## config.mk

```make
export PLATFORM = sky130hd
export DESIGN_NAME = pedal_generator_regulator_core
export DESIGN_NICKNAME = d
export VERILOG_FILES = /design/src/pgr_pkg.sv /design/src/pedal_generator_regulator_core.sv
export SDC_FILE = /design/constraint.sdc
export NUM_CORES = 2
export LEC_CHECK = 0
export BUFFER_PORTS_ARGS = -buffer_cell sky130_fd_sc_hd__buf_2
export CORE_MARGIN = 2
export CORE_UTILIZATION = 60
export CTS_BUF_LIST = sky130_fd_sc_hd__clkbuf_8
export DETAILED_ROUTE_END_ITERATION = 8
export MAX_ROUTING_LAYER = met4
export PLACE_DENSITY_LB_ADDON = 0.05
export SLEW_MARGIN = 10
export SYNTH_ARGS = -nofsm -noshare
export SYNTH_HDL_FRONTEND = slang
export SYNTH_SLANG_ARGS = --single-unit
```

## constraint.sdc

```tcl
create_clock -name clk -period 9.26 [get_ports clk]
set_input_delay 0.926 -clock clk [delete_from_list [all_inputs] [get_ports clk]]
set_output_delay 0.926 -clock clk [all_outputs]
set_load 0.005 [all_outputs]
```

## src/pgr_pkg.sv

```systemverilog
// ----------------------------------------------------------------------------
// pgr_pkg
// Types and fixed constants of the pedal generator regulator.
// ----------------------------------------------------------------------------
package pgr_pkg;

	typedef struct packed {
		logic signed [17:0] motor_speed;
		logic signed [15:0] motor_current;
		logic               kill_switch_on;
		logic               brake_front;
		logic               brake_rear;
		logic               stand_down;
	} pgr_in_t;

	typedef struct packed {
		logic [1:0]         drive_command;
		logic [24:0]        speed_target;
		logic               run_active;
		logic signed [15:0] timer_level;
	} pgr_out_t;

	// drive commands
	localparam logic [1:0] CMD_DISABLED     = 2'd0;
	localparam logic [1:0] CMD_ZERO_CURRENT = 2'd1;
	localparam logic [1:0] CMD_SPEED        = 2'd2;

	// register indexes
	localparam logic [1:0] REG_PEDAL_TARGET = 2'd0;
	localparam logic [1:0] REG_BENCH_TEST   = 2'd1;
	localparam logic [1:0] REG_MOTOR_ENABLE = 2'd2;

	localparam logic [14:0] PEDAL_TARGET_RST = 15'd5120;

	// Q.8 constants (RAMP_IN_ERPM is in plain erpm)
	localparam logic [24:0]        SPEED_MIN_Q  = 25'd51200;
	localparam logic [24:0]        SPEED_MAX_Q  = 25'd1024000;
	localparam logic [24:0]        RELAX_STEP_Q = 25'd26;
	localparam logic signed [15:0] TIMER_MAX_Q  = 16'sd12800;
	localparam logic signed [15:0] TIMER_ARM_Q  = 16'sd6400;
	localparam logic signed [15:0] Q_ONE        = 16'sd256;
	localparam logic [17:0]        RAMP_IN_ERPM = 18'd1500;

	// constant division by reciprocal multiply, 32 fraction bits
	localparam logic [10:0] DIV_10     = 11'd10;
	localparam logic [10:0] DIV_1500   = 11'd1500;
	localparam logic [28:0] RECIP_10   = 29'd429496729;
	localparam logic [28:0] RECIP_1500 = 29'd2863311;

endpackage

```

## src/pedal_generator_regulator_core.sv

```systemverilog
// ----------------------------------------------------------------------------
// pedal_generator_regulator_core
// Per-tick speed filter, run/stop control and speed setpoint regulation.
// ----------------------------------------------------------------------------
// One transfer in per 1 ms tick gives exactly one transfer out. All divisions
// by constants run on one shared 28x29 multiplier (reciprocal, back-multiply,
// one-step correction), sequenced over up to three divisions per tick. An item
// holds the block from its transfer cycle: filter division and decision, a
// ramp multiply and division below 1500 erpm (current ramp in), one more
// division for a non-positive current error in run mode; a disabled motor
// skips all. in_ready is low meanwhile; a finished result sits in the output
// register until taken, and a later result waits in the block while it is.
module pedal_generator_regulator_core
	import pgr_pkg::*;
(
	input  logic        clk,
	input  logic        arst_n,
	input  logic        in_valid,
	output logic        in_ready,
	input  pgr_in_t     in_data,
	output logic        out_valid,
	input  logic        out_ready,
	output pgr_out_t    out_data,
	input  logic        psel,
	input  logic        penable,
	input  logic        pwrite,
	input  logic [3:0]  paddr,
	input  logic [31:0] pwdata,
	output logic [31:0] prdata,
	output logic        pready
);

	typedef enum logic [2:0] {
		S_IDLE, S_DIV_MUL, S_DIV_BACK, S_DIV_FIX, S_RAMP_MUL, S_DECIDE, S_DONE
	} state_t;

	typedef enum logic [1:0] {PH_FILT, PH_RAMP, PH_ERR} phase_t;

	function automatic logic [27:0] div_mag(input logic signed [28:0] n);
		logic signed [28:0] m;
		m = 29'sd9 - n;
		return n[28] ? m[27:0] : n[27:0];
	endfunction

	function automatic logic signed [15:0] sat16(input logic signed [17:0] v);
		if (v > 18'sd32767) begin
			return 16'sh7fff;
		end else if (v < -18'sd32768) begin
			return 16'sh8000;
		end
		return v[15:0];
	endfunction

	function automatic logic [24:0] sp_clamp(input logic signed [26:0] v);
		if (v < $signed({2'b00, SPEED_MIN_Q})) begin
			return SPEED_MIN_Q;
		end else if (v > $signed({2'b00, SPEED_MAX_Q})) begin
			return SPEED_MAX_Q;
		end
		return v[24:0];
	endfunction

	state_t state_q;
	logic   out_valid_q;
	pgr_out_t out_q;

	logic [14:0] pedal_target_q;
	logic        my_test_q;
	logic        motor_enable_q;

	logic signed [25:0] smoothed_q;
	logic [24:0]        setpoint_q;
	logic               run_q;
	logic signed [15:0] timer_q;

	pgr_in_t     in_q;
	logic [27:0] div_a_q;
	logic        div_neg_q;
	logic        div_sel_q;
	phase_t      phase_q;
	logic [56:0] prod_q;
	logic [24:0] q0_q;
	logic [14:0] tgt_q;
	logic [1:0]  cmd_q;
	logic [24:0] tgt_out_q;

	logic        accept;
	logic        load_out;
	logic        cfg_wr;
	logic [27:0] mul_x;
	logic [28:0] mul_y;
	logic [56:0] mul_p;
	logic [10:0] div_d;
	logic [28:0] div_r;
	logic [24:0] quo;
	logic signed [25:0] div_q_s;

	logic signed [25:0] spd_q8;
	logic signed [26:0] diff;
	logic signed [28:0] num_filt;
	logic [17:0]        aspd;
	logic               ramp_on;

	logic               stop_cond;
	logic               run_now;
	logic signed [17:0] err;
	logic               err_pos;
	logic signed [21:0] err_x10;
	logic signed [28:0] num_err;
	logic [24:0]        sp_up;
	logic [24:0]        sp_err;

	logic signed [16:0] half_cur;
	logic signed [15:0] t_run;
	logic signed [15:0] t_inc;
	logic               arm;
	logic               run_after;
	logic signed [15:0] t_next;
	logic [24:0]        sp_base;
	logic [24:0]        sp_relax;

	assign accept    = in_valid && in_ready;
	assign in_ready  = (state_q == S_IDLE);
	assign load_out  = (state_q == S_DONE) && (!out_valid_q || out_ready);
	assign out_valid = out_valid_q;
	assign out_data  = out_q;
	assign pready    = 1'b1;
	assign cfg_wr    = psel && penable && pwrite && pready;

	// configuration registers
	always_ff @(posedge clk or negedge arst_n) begin
		if (!arst_n) begin
			pedal_target_q <= PEDAL_TARGET_RST;
			my_test_q   <= 1'b0;
			motor_enable_q <= 1'b1;
		end else if (cfg_wr) begin
			case (paddr[3:2])
				REG_PEDAL_TARGET: pedal_target_q <= pwdata[14:0];
				REG_BENCH_TEST:   my_test_q   <= pwdata[0];
				REG_MOTOR_ENABLE: motor_enable_q <= pwdata[0];
				default: ;
			endcase
		end
	end

	always_comb begin
		case (paddr[3:2])
			REG_PEDAL_TARGET: prdata = {17'b0, pedal_target_q};
			REG_BENCH_TEST:   prdata = {31'b0, my_test_q};
			REG_MOTOR_ENABLE: prdata = {31'b0, motor_enable_q};
			default:          prdata = 32'b0;
		endcase
	end

	// shared multiplier
	assign div_d = div_sel_q ? DIV_1500 : DIV_10;

	always_comb begin
		mul_x = '0;
		mul_y = '0;
		case (state_q)
			S_DIV_MUL: begin
				mul_x = div_a_q;
				mul_y = div_sel_q ? RECIP_1500 : RECIP_10;
			end
			S_DIV_BACK: begin
				mul_x = {3'b0, prod_q[56:32]};
				mul_y = {18'b0, div_d};
			end
			S_RAMP_MUL: begin
				mul_x = {13'b0, pedal_target_q};
				mul_y = {18'b0, aspd[10:0]};
			end
			default: ;
		endcase
	end

	assign mul_p = mul_x * mul_y;

	// quotient correction
	assign div_r   = {1'b0, div_a_q} - prod_q[28:0];
	assign quo     = q0_q + 25'(div_r >= {18'b0, div_d});
	assign div_q_s = div_neg_q ? -$signed({1'b0, quo}) : $signed({1'b0, quo});

	// filter numerator at transfer in
	assign spd_q8   = $signed({in_data.motor_speed, 8'b0});
	assign diff     = 27'(spd_q8) - 27'(smoothed_q);
	assign num_filt = (29'(diff) <<< 1) + 29'sd5;

	assign aspd    = in_q.motor_speed[17] ? 18'(-in_q.motor_speed) : 18'(in_q.motor_speed);
	assign ramp_on = aspd < RAMP_IN_ERPM;

	// run / stop decision
	assign stop_cond = (!in_q.kill_switch_on || in_q.brake_front || in_q.brake_rear
		|| in_q.stand_down) && !my_test_q;
	assign run_now = run_q && !stop_cond;
	assign err     = 18'sd0 - $signed({3'b000, tgt_q}) - 18'(in_q.motor_current);
	assign err_pos = err > 18'sd0;
	assign err_x10 = (22'(err) <<< 3) + (22'(err) <<< 1);
	assign num_err = 29'(err) + 29'sd5;
	assign sp_up   = sp_clamp($signed({2'b00, setpoint_q}) + 27'(err_x10));
	assign sp_err  = sp_clamp($signed({2'b00, setpoint_q}) + 27'(div_q_s));

	assign half_cur = (17'(in_q.motor_current) + 17'sd257) >>> 1;
	assign t_run    = sat16(18'(timer_q) - 18'(half_cur));
	assign t_inc    = sat16(18'(timer_q) + 18'(Q_ONE));
	assign arm      = (smoothed_q > $signed({1'b0, SPEED_MIN_Q})) && (t_inc >= TIMER_ARM_Q);

	always_comb begin
		if (run_now) begin
			if (in_q.motor_current < -Q_ONE) begin
				t_next    = (timer_q < TIMER_MAX_Q) ? timer_q + Q_ONE : timer_q;
				run_after = 1'b1;
			end else begin
				t_next    = t_run;
				run_after = (t_run > 16'sd0);
			end
		end else begin
			run_after = arm;
			if (smoothed_q > $signed({1'b0, SPEED_MIN_Q})) begin
				t_next = t_inc;
			end else if (timer_q > 16'sd0) begin
				t_next = timer_q - Q_ONE;
			end else begin
				t_next = timer_q;
			end
		end
	end

	assign sp_base = arm ? smoothed_q[24:0] : setpoint_q;

	always_comb begin
		if (sp_base > SPEED_MIN_Q) begin
			sp_relax = (sp_base - RELAX_STEP_Q < SPEED_MIN_Q) ? SPEED_MIN_Q
				: sp_base - RELAX_STEP_Q;
		end else if (sp_base < SPEED_MIN_Q) begin
			sp_relax = (sp_base + RELAX_STEP_Q > SPEED_MIN_Q) ? SPEED_MIN_Q
				: sp_base + RELAX_STEP_Q;
		end else begin
			sp_relax = sp_base;
		end
	end

	// sequencer, regulator state and result register
	always_ff @(posedge clk or negedge arst_n) begin
		if (!arst_n) begin
			state_q     <= S_IDLE;
			out_valid_q <= 1'b0;
			out_q       <= '0;
			smoothed_q  <= '0;
			setpoint_q  <= '0;
			run_q       <= 1'b0;
			timer_q     <= TIMER_MAX_Q;
		end else begin
			if (load_out) begin
				out_valid_q <= 1'b1;
			end else if (out_ready) begin
				out_valid_q <= 1'b0;
			end
			case (state_q)
				S_IDLE: begin
					if (accept) begin
						state_q <= motor_enable_q ? S_DIV_MUL : S_DONE;
					end
				end
				S_DIV_MUL: begin
					state_q <= S_DIV_BACK;
				end
				S_DIV_BACK: begin
					state_q <= S_DIV_FIX;
				end
				S_DIV_FIX: begin
					case (phase_q)
						PH_FILT: begin
							smoothed_q <= smoothed_q + div_q_s;
							state_q    <= ramp_on ? S_RAMP_MUL : S_DECIDE;
						end
						PH_RAMP: state_q <= S_DECIDE;
						PH_ERR: begin
							setpoint_q <= sp_err;
							state_q    <= S_DONE;
						end
						default: state_q <= S_IDLE;
					endcase
				end
				S_RAMP_MUL: begin
					state_q <= S_DIV_MUL;
				end
				S_DECIDE: begin
					run_q   <= run_after;
					timer_q <= t_next;
					if (run_now) begin
						if (err_pos) begin
							setpoint_q <= sp_up;
							state_q    <= S_DONE;
						end else begin
							state_q <= S_DIV_MUL;
						end
					end else begin
						setpoint_q <= sp_relax;
						state_q    <= S_DONE;
					end
				end
				S_DONE: begin
					if (load_out) begin
						out_q.drive_command <= cmd_q;
						out_q.speed_target  <= tgt_out_q;
						out_q.run_active    <= run_q;
						out_q.timer_level   <= timer_q;
						state_q             <= S_IDLE;
					end
				end
				default: state_q <= S_IDLE;
			endcase
		end
	end

	// datapath registers
	always_ff @(posedge clk) begin
		case (state_q)
			S_IDLE: begin
				if (accept) begin
					in_q <= in_data;
					if (motor_enable_q) begin
						div_a_q   <= div_mag(num_filt);
						div_neg_q <= num_filt[28];
						div_sel_q <= 1'b0;
						phase_q   <= PH_FILT;
					end else begin
						cmd_q     <= CMD_DISABLED;
						tgt_out_q <= '0;
					end
				end
			end
			S_DIV_MUL: begin
				prod_q <= mul_p;
			end
			S_DIV_BACK: begin
				q0_q   <= prod_q[56:32];
				prod_q <= mul_p;
			end
			S_DIV_FIX: begin
				if (phase_q == PH_RAMP) begin
					tgt_q <= quo[14:0];
				end else if (phase_q == PH_FILT && !ramp_on) begin
					tgt_q <= pedal_target_q;
				end
			end
			S_RAMP_MUL: begin
				div_a_q   <= mul_p[27:0];
				div_neg_q <= 1'b0;
				div_sel_q <= 1'b1;
				phase_q   <= PH_RAMP;
			end
			S_DECIDE: begin
				if (run_now) begin
					cmd_q     <= CMD_SPEED;
					tgt_out_q <= setpoint_q;
					if (!err_pos) begin
						div_a_q   <= div_mag(num_err);
						div_neg_q <= num_err[28];
						div_sel_q <= 1'b0;
						phase_q   <= PH_ERR;
					end
				end else begin
					cmd_q     <= CMD_ZERO_CURRENT;
					tgt_out_q <= '0;
				end
			end
			default: ;
		endcase
	end

endmodule

```

==> results.txt <==
The flow ran to the end, and the final reports show no timing, DRC or antenna violations. The endpoint identified for the worst register-to-register timing path is prod_q[55]. Setup violations remaining at the end of the flow were counted as 0. The required time at the worst-slack endpoint came out at 9680 ps. Summed over its instances, the top area cell type makes up 23.1% of the synthesized netlist area.

Counting cells, the worst reg-to-reg path comes to 36. The die extent in x came out at 293 um. The global placer's final weighted congestion is 1.02. The post-synthesis async set-or-reset flop share is around two fifths. The floorplan row count is 106. The floorplan step defined a core boundary enclosing 83300 sq um. The routed layout has 44400 vias. The average size of a mapped cell came out at 8.90 sq um.

Of all nets on the critical path, the largest fanout is 10. The worst slack at placement is -452 ps. The mean routed wirelength per cell came out at 22.9 um.

The cell type with the highest aggregate area in the netlist is fa_1. The total die area came out at 86000 sq um. The startpoint identified for the worst register-to-register timing path is in_q[20]. The global-route wire length before repair is about 250000 um. The wire length reported by the detailed router is between 150000 and 200000 um. In this design, the critical path's most frequently occurring cell is fa_1. Across every metal layer, demand over resource in global routing totals 39.8%.

Static timing analysis puts the maximum clock frequency at ~110 MHz. The worst path uses 97.5% of the clock period. The clock slew at the register clock pins of the worst setup and hold paths came out at 70 ps. The overall overflow remaining after global route came out at 0. The type of the most critical hold path is in2async. The capture point of the critical path is prod_q[55]. After synthesis the cells add up to around 50000 sq um.

The number of max-cap violations is 0. The timing startpoint of the critical path is in_q[20]. The clock passes through at most 3 buffers. The net total in the final layout came out at 7331.

The number of buffer cells added on primary ports came out at 122. The max-slew violation total from the final report is 0. The count of nets left with antenna violations after detail routing came out at 0. The layout cell share with drive strength beyond 1 is between 15 and 20%. In the routed design, unresolved DRC markers number 0. The clock tree skew after final layout is 42.3 ps. The placed wire-length estimate is between 100000 and 150000 um. The final worst-path setup slack is about 230 ps. The hold violation count in the final report is 0. The sequential share of the synthesized area is 18.1%. The category of the worst setup path capture point is a flip-flop.

The most used flip-flop cell after synthesis is edfxtp_1. The number of levels in the clock H-tree came out at 2. The setup slack of the most critical reg-to-reg path came out at 230 ps. The number of global-route vias before repair was between 40000 and 50000. The total clock buffers created by CTS came out at between 50 and 60.

The number of antenna violations at the first check in global routing is 7. The synthesis warning total came out at 0. In this run the vertical extent of the chip is slightly below 300 um. The count of different cell masters after synthesis came out at between 100 and 150. The arrival time of data at the critical path endpoint came out at 9450 ps. The root buffer cell chosen for the clock tree is clkbuf_8. The critical path is of the reg2reg type. The layout-stage area growth over the synthesis result came out at 14.7%. At the later pin of the worst-skew pair, clock insertion delay measures 690 ps. The via density per instance came out at 6.07. The worst-case headroom to the max-slew limit is 19.8%. In the post-synthesis netlist, the biggest area contributors are fa_1 23%, ha_1 12%, edfxtp_1 11%, inv_1 7.0%, dfrtp_1 6.3%. The final instance count without filler cells came out at approximately 7300. The largest net degree at the start of global routing is 75.

The I/O pin count is between 150 and 200. The largest individual stage delay along the critical path comes from the cell fa_1. For this run, the slowest stage of the critical path takes 550 ps. TritonCTS built the clock tree.

The number of detailed-routing iterations run before antenna repair is 6. The first-iteration detailed-routing DRC count is around 4300. The final total negative setup slack came out at 0 ps. The transition time at the pin with the least slew margin came out at 1190 ps.

The total placed cells including tap cells came out at between 7000 and 8000. The number of synthesized register bits is 324. STA classifies the critical path startpoint as a flip-flop. Counting every instance in the synthesized netlist gives roughly 5600. The clock sink total is 324. Counting I/O delays and the setup requirement, the final critical path takes around 9000 ps. The effective utilization at floorplan came out at 60.3%. The count of flip-flops with a built-in enable after synthesis came out at approximately 190.
==> flip-flops by register name, summed over array words and instances (netlist names), 3 cells and up <==
register and cells:
div_a_q 28, in_q 38, out_data 44, pedal_target_q 15, prod_q 54, q0_q 25
setpoint_q 25, smoothed_q 26, state_q 3, tgt_out_q 25, tgt_q 15, timer_q 16
==> layout by cell type (no fill, tap or decap), types with 69 or more instances in the layout <==
| cell | synthesis | routed |
|---|---|---|
| xor2_1 | 117 | 113 |
| edfxtp_1 | 191 | 191 |
| nor2_1 | 328 | 320 |
| dfrtp_1 | 127 | 127 |
| nand3_1 | 144 | 141 |
| a21oi_1 | 257 | 242 |
| o21ai_0 | 238 | 220 |
| inv_1 | 933 | 936 |
| buf_4 | 20 | 495 |
| xnor2_1 | 256 | 250 |
| nand2_1 | 533 | 527 |
| buf_2 | 21 | 121 |
| mux2_2 | 70 | 69 |
| ha_1 | 481 | 474 |
| nor3_1 | 137 | 130 |
| fa_1 | 579 | 574 |
==> cell families after synthesis <==
family          after synthesis  share of synthesized area [%]
compound gates             1051                           14.0
xor+xnor                    373                           6.51
fa+ha+maj                  1063                           35.1
buf+inv                    1133                           8.70
flops                       324                           18.1
mux                          98                           2.13
other cells                   2                         0.0150
simple gates               1598                           15.5
==> final cells by class <==
type	count	area [sq um]
inverters	937	3520
clock inverters	45	334
well taps	1080	1350
flip-flops and latches	324	9070
multi-input cells	4230	37700
clock buffers	58	798
diodes	3	7.51
fillers	6927	25700
repair buffers	642	4740
==> critical path: cells and delay by family, from the launching register on <==
family | cells | cell delay (ps)
compound gates | 10 | 1580
xor+xnor | 2 | 300
fa+ha+maj | 9 | 4060
buf+inv | 9 | 1140
flops | 1 | 390
simple gates | 6 | 1310
==> metrics by stage <==
step	hold WS, ps	utilization [%]	area [sq um]
2_1_floorplan	426	-	50400
3_3_place_gp	456	66.6	55500
3_5_place_dp	465	66.6	55500
4_1_cts	301	68.1	56700
5_1_grt	339	69.1	57600
6_report	283	69.1	57600
==> what timing repair did <==
| item | 4_1_cts | 5_1_grt |
|---|---|---|
| endpoints found under the setup margin | 25 | 31 |
| pin swaps | 5 | 64 |
| hold buffers | 0 | 0 |
| buffers inserted | 3 | 20 |
| gates resized for setup | 29 | 142 |
==> synthesized netlist by cell type, types with 61 or more instances <==
| library cell | n |
|---|---|
| inv_1 | 933 |
| fa_1 | 579 |
| nand2_1 | 533 |
| ha_1 | 481 |
| nor2_1 | 328 |
| a21oi_1 | 257 |
| xnor2_1 | 256 |
| o21ai_0 | 238 |
| edfxtp_1 | 191 |
| nand3_1 | 144 |
| nor3_1 | 137 |
| clkbuf_1 | 135 |
| dfrtp_1 | 127 |
| xor2_1 | 117 |
| mux2_2 | 70 |
| a21o_1 | 67 |
| and2_1 | 61 |
==> worst min-delay path by stage <==
| stage | cells past startpoint | end | slack [ps] | startpoint |
|---|---|---|---|---|
| after floorplan | 0 | q0_q[15] | 430 | prod_q[47] |
| after global placement | 1 | out_data[32] | 460 | tgt_out_q[15] |
| after detailed placement | 1 | out_data[21] | 470 | tgt_out_q[4] |
| after CTS | 1 | timer_q[8] | 300 | arst_n |
| after global routing | 1 | out_data[11] | 340 | arst_n |
| final | 1 | out_data[6] | 280 | arst_n |
==> layer usage <==
layer	GRT usage, %	share of wire (%)	vias up
met3	9.89	11	339
met1	55.1	42	21800
met2	58.0	43	2118
met4	12.0	3.6	0
li1	-	-	20100
met5	-	0	-
Power is left out: the tool's default activity adds up to more than one toggle a clock period on the data nets, which glitch-free logic cannot reach.
